**src/fvp_pkg.sv**
```systemverilog
package fvp_pkg;

	localparam int CORDIC_STAGES = 16;
	localparam int DIV_STAGES = 16;
	localparam int XY_W = 33;

	localparam logic [XY_W-1:0] CORDIC_GAIN_Q30 = 33'd652032874;
	localparam logic [16:0] SQRT3_HALF_Q16 = 17'd56756;
	localparam logic [15:0] BUS_MIN_RAW = 16'd25;
	localparam logic [15:0] BUS_DEFAULT_RAW = 16'd3072;

	localparam logic [7:0] REG_POLE_PAIRS = 8'd0;
	localparam logic [7:0] REG_ANGLE_OFFSET = 8'd1;
	localparam logic [7:0] REG_BUS_VOLTAGE = 8'd2;
	localparam logic [7:0] REG_TIMER_PERIOD = 8'd3;

	localparam logic [31:0] ATAN_TURN32 [CORDIC_STAGES] = '{
		32'd536870912, 32'd316933406, 32'd167458907, 32'd85004756,
		32'd42667331, 32'd21354465, 32'd10679838, 32'd5340245,
		32'd2670163, 32'd1335087, 32'd667544, 32'd333772,
		32'd166886, 32'd83443, 32'd41722, 32'd20861
	};

	typedef struct packed {
		logic signed [15:0] volt_q;
		logic signed [15:0] volt_d;
	} vcmd_t;

endpackage

```
**src/fvp_div.sv**
```systemverilog
module fvp_div
	import fvp_pkg::*;
(
	input  logic        clk,
	input  logic        en,
	input  logic [32:0] dividend,
	input  logic [16:0] divisor,
	output logic [15:0] quotient
);

	logic [16:0] rem_q [DIV_STAGES+1];
	logic [15:0] lo_q  [DIV_STAGES+1];
	logic [15:0] quo_q [DIV_STAGES+1];

	assign rem_q[0] = dividend[32:16];
	assign lo_q[0] = dividend[15:0];
	assign quo_q[0] = '0;

	for (genvar k = 0; k < DIV_STAGES; k++) begin : g_step
		logic [17:0] r2, diff;
		logic        ge;
		assign r2 = {rem_q[k], lo_q[k][15]};
		assign ge = r2 >= {1'b0, divisor};
		assign diff = r2 - {1'b0, divisor};
		always_ff @(posedge clk) begin
			if (en) begin
				rem_q[k+1] <= ge ? diff[16:0] : r2[16:0];
				lo_q[k+1] <= {lo_q[k][14:0], 1'b0};
				quo_q[k+1] <= {quo_q[k][14:0], ge};
			end
		end
	end

	assign quotient = quo_q[DIV_STAGES];

endmodule

```
**config.mk**
```make
export PLATFORM = sky130hd
export DESIGN_NAME = fvp_div
export DESIGN_NICKNAME = d
export VERILOG_FILES = /design/src/fvp_pkg.sv /design/src/fvp_div.sv
export SDC_FILE = /design/constraint.sdc
export NUM_CORES = 1
export LEC_CHECK = 0
export BUFFER_PORTS_ARGS = -buffer_cell sky130_fd_sc_hd__buf_2
export CAP_MARGIN = 10
export CORE_ASPECT_RATIO = 0.9
export CORE_MARGIN = 3
export CORE_UTILIZATION = 52
export CTS_BUF_LIST = sky130_fd_sc_hd__clkbuf_8
export DETAILED_ROUTE_END_ITERATION = 12
export PLACE_DENSITY = 0.68
export RECOVER_POWER = 25
export SLEW_MARGIN = 20
export SYNTH_ARGS = -nofsm -noshare
export SYNTH_HDL_FRONTEND = slang
export SYNTH_SLANG_ARGS = --single-unit
```
**constraint.sdc**
```tcl
create_clock -name clk -period 7.4 [get_ports clk]
set_input_delay 1.48 -clock clk [delete_from_list [all_inputs] [get_ports clk]]
set_output_delay 1.48 -clock clk [all_outputs]
set_load 0.005 [all_outputs]
```
==> results.cfg <==
[run_status]
status = complete, but fails checks
violations = capacitance limit, slew limit

[route]
routed-wl-met3_mm = 3.00
drtPass1Iterations = 5
wl_met2_mm = 31.0
wire_length_on_met1_mm = 30.0
post-route-drc-count = 0
detail_route.wirelength_mm = 66.0
vias = 20400
routed_via_density = 5.84
ant_nets = 0
highest-signal-layer = met4
post_drt_wl_per_cell_um = 18.9
drt_first_iter_violations = 1402

[finish]
layout.cells.most_common_list = edfxtp_1 (511), ha_1 (272), a21oi_1 (178)
post_layout_util = 0.580
finalNetCount = 2997
flow.area_growth_from_synthesis_pct = 9.92
final_common_cell = edfxtp_1
final_cells = 3490
post_route_cells_drive_above_1_share = 0.146
multi_input_comb_area_sq_mm = 0.0142
seq_area_sq_mm = 0.0153
fillerInstances = 4677
post-route-cell-area_sq_mm = 0.0332

[logic_synthesis]
syn_nets = 2859
synth_ff_type = edfxtp_1
yosysWarnings = 0
syn_avg_cell_area_sq_um = 12.0
post_synth_main_area_contributors = edfxtp_1 (51%), ha_1 (11%), mux2_2 (5.5%), xnor2_1 (3.8%), a21oi_1 (3.0%)
synth_seq_cells = 511
postSynth.asyncResetShare = 0
netlist-cell-type-count = 74
number_of_enable_type_register_cells_in_the_synthesized_netlist = 511
synthDominantCellAreaShare = 0.508
synth-seq-area-share = 0.508
syn_area_sq_mm = 0.0302
syn-instance-count = 2520
synthDominantAreaCellType = edfxtp_1

[critical_path]
crit_path_class = input pin to flop
crit_top_cell = o21bai_1
cp.required_ns = 7.83
timing.critical_path.arrival_ns = 5.40
worstSetupEndpointType = flop
crit_slowest_cell = a211oi_4
slowest_stage_delay_on_critical_path_ns = 0.84
critical_path_buf_inv_count = 2
cp_top_family = compound AO/OA/AOI/OAI gates
type_of_element_launching_the_critical_path = input pin
critical_path.max_fanout = 18
crit_path_cell_trace = buf_2, ha_1, inv_1, fa_1, a211oi_1, o21bai_1, a31oi_1, o21bai_1, a211oi_2, nand2_1, a211oi_4, mux2_2

[min_path]
worstHoldPathType = flop to flop

[sta]
fin_worst_skew_ns = 0.0372
tightestPinTransition_ns = 3.17
relSlewSlack = -1.12
finalCriticalPeriod_ns = 4.97
setup_repair_after_global_routing_missed_its_margin = false
tns_ns = 0
portion_of_the_clock_cycle_consumed_by_the_worst_path_in_the_final_layout = 0.672
max_clock_freq_ghz = 0.201
final_max_slew_viol_count = 121
setup_viols_final = 0
timing_hold_violations_final = 0

[place]
placement.io_buffers = 67
post_dp_cell_area_sq_mm = 0.0315
hpwlAfterDp_mm = 45.3
post-place-cells = 3331
place_congestion = 0.891

[clock_network]
tritoncts.num_buffers = 89
post-cts-setup-buffers = 0
h-tree-depth = 3
cts_resized = 0
cts_tree = done
clk_latency_ns = 0.69
holdBufCountCts = 0
clkSinkCount = 511
root_buffer = clkbuf_8
ctsLongestPathBuffers = 3
path_clk_slew_ns = 0.06

[die]
row_count = 83
die_h_um = 235
dieWidth_um = 260
boundaryPins = 68
placeableCoreArea_sq_mm = 0.0572
die_area_sq_mm = 0.0610
initial_utilization = 0.528

[global_routing]
globalRouteTotalUtil = 0.216
wire_length_of_the_first_global_routing_pass_mm = 106
number_of_antenna_violations_at_the_first_check_in_global_routing = 0
grt_pass1_vias = 20100
grt.overflow.total = 0
maximum_number_of_pins_on_one_net_before_global_route_repair = 151

[pwr]
power_density_mw_per_mm2 = 426
total_leakage_power_nw = 12.9
vdd_ir_drop_max_uv = 159

[flow_run]
drv_cap = 1
area by class of cell:
cell class	count	share of cell area
inverters	109	0.0123
flip-flops and latches	511	0.462
well taps	765	0.0288
repair buffers	97	0.0180
clock inverters	67	0.0136
multi-input cells	1850	0.428
diodes	1	0.0000754
clock buffers	90	0.0373
worst paths after layout:
| path | slack [ns] | endpoint | cells after the start | from |
|---|---|---|---|---|
| worst min-delay path | 0.40 | quo_q[209] | 0 | quo_q[224] |
| worst max register to register | 3.22 | g_step[14].r2[4] | 12 | g_step[13].r2[0] |
| worst max-delay path | 2.43 | g_step[14].r2[4] | 12 | divisor[0] |
| worst min register to register | 0.40 | quo_q[209] | 0 | quo_q[224] |
synth_stat cells, types with 24 or more instances:
cell and count:
a211oi_1 24, a21o_1 75, a21oi_1 179, a31oi_1 25
edfxtp_1 511, ha_1 272, inv_1 108, mux2_2 148
nand2_1 152, nand2b_1 24, nand3_1 40, nand4_1 29
nor2_1 150, nor2b_1 28, nor3_1 53, o21a_1 28
o21ai_0 154, o21bai_1 32, xnor2_1 130, xor2_1 70
power breakdown:
group	total [mW]	switching [mW]	internal [mW]	leakage, nW
Sequential	4.95	0.469	4.49	4.99
Clock	2.51	1.17	1.34	0.960
Combinational	6.69	3.53	3.16	6.98
stage by stage:
stage          power (mW)  hold WS [ns]  setup slack, ns
2_1_floorplan        10.2         0.400             2.43
3_3_place_gp         11.4         0.400             1.88
3_5_place_dp         11.6         0.405             1.81
4_1_cts              14.2         0.392             2.51
5_1_grt              15.2         0.401             2.24
6_report             14.2         0.404             2.43
kinds of logic (layout without fill, tap and decap cells):
logic type      after synthesis  count (layout)  share of synthesized area
buf+inv                     159             363                     0.0232
fa+ha+maj                   287             287                      0.123
flops                       511             511                      0.508
mux                         171             171                     0.0632
other cells                   0               1                          0
xor+xnor                    200             200                     0.0580
compound gates              649             649                      0.140
simple gates                543             543                     0.0853
flip-flops by register name, summed over array words and instances, names as in the netlist:
signal	flops
g_step.r2	270
quotient	16
quo_q	120
lo_q	105
layer usage:
metal / global-route usage / vias to the layer above
met5: 0 / -
met1: 0.296 / 9826
met3: 0.0371 / 139
met2: 0.349 / 485
li1: - / 9937
met4: 0.0735 / 0
(Power assumes the default switching activity.)
