===== src/fvp_pkg.sv =====
package fvp_pkg;

	localparam int CORDIC_STAGES = 16;
	localparam int DIV_STAGES = 16;
	localparam int XY_W = 33;

	localparam logic [XY_W-1:0] CORDIC_GAIN_Q30 = 33'd652032874;
	localparam logic [16:0] SQRT3_HALF_Q16 = 17'd56756;
	localparam logic [15:0] BUS_MIN_RAW = 16'd25;
	localparam logic [15:0] BUS_DEFAULT_RAW = 16'd3072;

	localparam logic [7:0] REG_POLE_PAIRS = 8'd0;
	localparam logic [7:0] REG_ANGLE_OFFSET = 8'd1;
	localparam logic [7:0] REG_BUS_VOLTAGE = 8'd2;
	localparam logic [7:0] REG_TIMER_PERIOD = 8'd3;

	localparam logic [31:0] ATAN_TURN32 [CORDIC_STAGES] = '{
		32'd536870912, 32'd316933406, 32'd167458907, 32'd85004756,
		32'd42667331, 32'd21354465, 32'd10679838, 32'd5340245,
		32'd2670163, 32'd1335087, 32'd667544, 32'd333772,
		32'd166886, 32'd83443, 32'd41722, 32'd20861
	};

	typedef struct packed {
		logic signed [15:0] volt_q;
		logic signed [15:0] volt_d;
	} vcmd_t;

endpackage


===== src/fvp_cordic.sv =====
module fvp_cordic
	import fvp_pkg::*;
(
	input  logic                clk,
	input  logic                en,
	input  logic [31:0]         turn,
	input  vcmd_t               side_in,
	output logic signed [15:0]  cos_out,
	output logic signed [15:0]  sin_out,
	output vcmd_t               side_out
);

	logic signed [XY_W-1:0] x_q [CORDIC_STAGES+1];
	logic signed [XY_W-1:0] y_q [CORDIC_STAGES+1];
	logic signed [XY_W-1:0] z_q [CORDIC_STAGES+1];
	logic [1:0]             quad_q [CORDIC_STAGES+1];
	vcmd_t                  side_q [CORDIC_STAGES+1];

	assign x_q[0] = CORDIC_GAIN_Q30;
	assign y_q[0] = '0;
	assign z_q[0] = {3'b000, turn[29:0]};
	assign quad_q[0] = turn[31:30];
	assign side_q[0] = side_in;

	for (genvar i = 0; i < CORDIC_STAGES; i++) begin : g_iter
		logic signed [XY_W-1:0] dx, dy, at;
		assign dx = x_q[i] >>> i;
		assign dy = y_q[i] >>> i;
		assign at = {1'b0, ATAN_TURN32[i]};
		always_ff @(posedge clk) begin
			if (en) begin
				if (!z_q[i][XY_W-1]) begin
					x_q[i+1] <= x_q[i] - dy;
					y_q[i+1] <= y_q[i] + dx;
					z_q[i+1] <= z_q[i] - at;
				end else begin
					x_q[i+1] <= x_q[i] + dy;
					y_q[i+1] <= y_q[i] - dx;
					z_q[i+1] <= z_q[i] + at;
				end
				quad_q[i+1] <= quad_q[i];
				side_q[i+1] <= side_q[i];
			end
		end
	end

	logic signed [XY_W-1:0] xr, yr;
	logic signed [15:0]     cq, sq;

	assign xr = (x_q[CORDIC_STAGES] + XY_W'(16384)) >>> 15;
	assign yr = (y_q[CORDIC_STAGES] + XY_W'(16384)) >>> 15;

	always_comb begin
		if (xr > XY_W'(32767)) cq = 16'sd32767;
		else if (xr < -XY_W'(32767)) cq = -16'sd32767;
		else cq = xr[15:0];
		if (yr > XY_W'(32767)) sq = 16'sd32767;
		else if (yr < -XY_W'(32767)) sq = -16'sd32767;
		else sq = yr[15:0];
	end

	always_ff @(posedge clk) begin
		if (en) begin
			case (quad_q[CORDIC_STAGES])
				2'd0: begin cos_out <= cq;  sin_out <= sq;  end
				2'd1: begin cos_out <= -sq; sin_out <= cq;  end
				2'd2: begin cos_out <= -cq; sin_out <= -sq; end
				default: begin cos_out <= sq; sin_out <= -cq; end
			endcase
			side_out <= side_q[CORDIC_STAGES];
		end
	end

endmodule


===== config.mk =====
export PLATFORM = sky130hd
export DESIGN_NAME = fvp_cordic
export DESIGN_NICKNAME = d
export VERILOG_FILES = /design/src/fvp_pkg.sv /design/src/fvp_cordic.sv
export SDC_FILE = /design/constraint.sdc
export NUM_CORES = 2
export LEC_CHECK = 0
export BUFFER_PORTS_ARGS = -buffer_cell sky130_fd_sc_hd__buf_2
export CAP_MARGIN = 20
export CORE_ASPECT_RATIO = 0.7
export CORE_UTILIZATION = 44
export DETAILED_ROUTE_END_ITERATION = 16
export PLACE_DENSITY = 0.58
export RECOVER_POWER = 100
export SYNTH_ARGS = -nofsm -noshare
export SYNTH_HDL_FRONTEND = slang
export SYNTH_SLANG_ARGS = --single-unit

===== constraint.sdc =====
create_clock -name clk -period 6.9 [get_ports clk]
set_input_delay 1.38 -clock clk [delete_from_list [all_inputs] [get_ports clk]]
set_output_delay 1.38 -clock clk [all_outputs]
set_load 0.02 [all_outputs]

==> impl_metrics.toml <==
[setup_path]
end_kind = "flip-flop"
worstPathRequired_ns = 7.45
cp.arrival_ns = 6.89
worstSetupPathType = "flip-flop to flip-flop"
start_kind = "flip-flop"
crit_fanout = 17

[finish]
drive_gt1_share_pct = 4.549
final_net_count = 14211
mostFrequentLayoutCell = "edfxtp_1"
layout.cells.non_filler = 16999
nFillCells = 27432
layout_common_cells = "edfxtp_1 (1,955), a21oi_1 (1,333), ha_1 (1,283)"
syn2layout_area_growth_pct = 9.108

[floorplanning]
row_count = 168
die_y_um = 461.0
core-area_um2 = 299300
die_area_um2 = 303200
start_util_pct = 44.24
die_w_um = 657.7
ios = 130

[clocking]
ctsHoldBuffers = 0
clock_latency_ns = 0.91
htreeDepth = 4
cts_resized = 0
cts_tree = "done"
cts_root_buffer = "clkbuf_16"
clk_pin_slew_ns = 0.06
postCtsSetupBuffers = 0
clk_path_buf_depth = 4
cts.sinks = 1955
numCtsBuffers = 213

[global_route]
gr-total-overflow = 0
grt_use_total_pct = 22.75
grt_max_degree = 176
first_global_vias = 91732
antenna_found_initial = 21
grt_pass1_wl_um = 544200

[drt]
via_per_inst = 5.797
ant_nets = 0
wl_um = 353600
drt_iter0_drc = 9637
vias = 98540
drc = 0
wire_per_inst_um = 20.80
drt_pre_antenna_iters = 6

[run_status]
status = "finished, violations left"
violations = "capacitance limit, slew limit"

[synthesis]
netlist_area_um2 = 132400
ys_seq_area_share_pct = 44.33
synthDistinctLibCells = 116
synth_edf_count = 1955
synth-main-ff-cell = "edfxtp_1"
syn-num-nets = 13964
ys_warn_count = 0
postSynthCellCount = 12578
synth.avg_cell_area_um2 = 10.53
synthArstFlopShare_pct = 0
synth_seq_cells = 1955

[sta]
fin_crit_ns = 6.342
tns_ns = 0
relSlewSlack_pct = -163.7
slew_viol_final = 1588
period_share_pct = 91.91
final_hold_viol_count = 0
fmax_mhz = 157.7
finClkSkew_ns = 0.05981
fin_ws_ns = 0.5584
rsz0062_at_grt = "false"
tightest_slew_ns = 3.955
setup_violations = 0

[placement]
dpl.cell_count = 16603
dpl_worst_slack_ns = 1.136
portBuffers = 129
place_congestion = 0.9470
dp.final_hpwl_um = 275800

[min_path]
hold_class = "flip-flop to flip-flop"

[flow_run]
maxCapViolCount = 22
==> routing by layer <==
layer  vias to the layer above  GRT usage, %  part of all wire [%]
met3                       360         4.014                   7.7
li1                      47648             -                     -
met2                      3014         29.61                    37
met4                         0         4.079                   1.7
met1                     47518         38.20                    54
met5                         -             0                     0
==> state kept, by name, indices dropped and copies added, names as in the netlist <==
| register | flops |
|---|---|
| side_q | 512 |
| g_iter.dy | 309 |
| quad_q | 32 |
| g_iter.dx | 311 |
| side_out | 32 |
| y_q | 134 |
| x_q | 134 |
| sin_out | 16 |
| z_q | 459 |
| cos_out | 16 |
==> worst max-delay path: stages (launching register included) <==
cell       delay (ns)
edfxtp_1         0.32
clkbuf_1         0.80
clkinv_1         1.12
clkbuf_1         0.60
fa_1             0.54
a21o_1           0.18
a21o_1           0.22
a21oi_1          0.27
o2111ai_1        0.37
nand4_1          0.26
a21boi_0         0.11
o21a_1           0.19
o21ai_0          0.23
o21ai_0          0.19
a31oi_1          0.60
==> through the flow <==
stage	cell area [um2]	hold slack (ns)	utilization [%]
after floorplan	132400	0.4003	-
final	144500	0.4118	48.27
after global routing	144500	0.4051	48.26
after CTS	145000	0.4007	48.44
after global placement	138200	0.4003	46.16
after detailed placement	138200	0.4045	46.16
==> cell type report <==
cell class / instances / area (um2) / area share, %
diodes: 11 / 27.53 / 0.01905
clock inverters: 128 / 1315 / 0.9102
inverters: 510 / 1914 / 1.325
flip-flops and latches: 1955 / 58710 / 40.63
repair buffers: 226 / 1074 / 0.7430
clock buffers: 255 / 5530 / 3.828
multi-input cells: 9919 / 70910 / 49.08
well taps: 3995 / 4999 / 3.460
==> logic make-up after synthesis <==
kind of cell | Yosys count | share of synthesized area (%)
AOI/OAI and AO/OA | 3547 | 16.96
and+or+nand+nor | 3292 | 12.07
DFF | 1955 | 44.33
xor gates and xnor gates | 1632 | 10.81
adders and majority gates | 1320 | 12.68
buffers and inverters | 704 | 2.025
muxes | 128 | 1.133
==> synth_stat cells, types with 28 or more instances <==
master / number / area (um2)
or4_1: 34 / 255.2
buf_1: 28 / 105.1
o211ai_1: 51 / 382.9
a311oi_1: 29 / 254.0
a211o_1: 35 / 306.5
nor2b_1: 158 / 988.5
or3_1: 95 / 594.3
o31ai_1: 74 / 555.5
xor2_1: 498 / 4362
o21a_1: 212 / 1592
nand3_1: 249 / 1246
and3_1: 126 / 788.3
nand4_1: 74 / 462.9
a211oi_1: 127 / 953.4
a21o_1: 410 / 3078
nand2_1: 544 / 2042
fa_1: 37 / 740.7
a31oi_1: 140 / 875.8
a21boi_0: 50 / 375.4
nand2b_1: 141 / 882.1
or2_2: 57 / 356.6
nor4_1: 94 / 588.1
clkbuf_1: 150 / 563.0
nor2_1: 1148 / 4309
o31a_1: 32 / 280.3
edfxtp_1: 1955 / 58710
inv_1: 509 / 1911
mux2_2: 55 / 619.3
a21oi_1: 1333 / 6671
o21ai_0: 560 / 2803
ha_1: 1283 / 16050
o41ai_1: 39 / 341.6
mux2i_1: 61 / 610.6
o21bai_1: 157 / 1179
nor3_1: 362 / 1812
xnor2_1: 1133 / 9923
nor3b_1: 34 / 255.2
and2_1: 68 / 425.4
==> final timing paths <==
check	start	endpoint	slack, ns	depth (start not counted)
setup reg to reg	z_q[329]	z_q[296]	0.56	14
hold reg to reg	side_q[331]	side_q[299]	0.41	0
setup / recovery	z_q[329]	z_q[296]	0.56	14
hold / removal	side_q[331]	side_q[299]	0.41	0
Power is not shown: default switching activity piles up to over one toggle a cycle in this logic, so the estimate is an artifact.
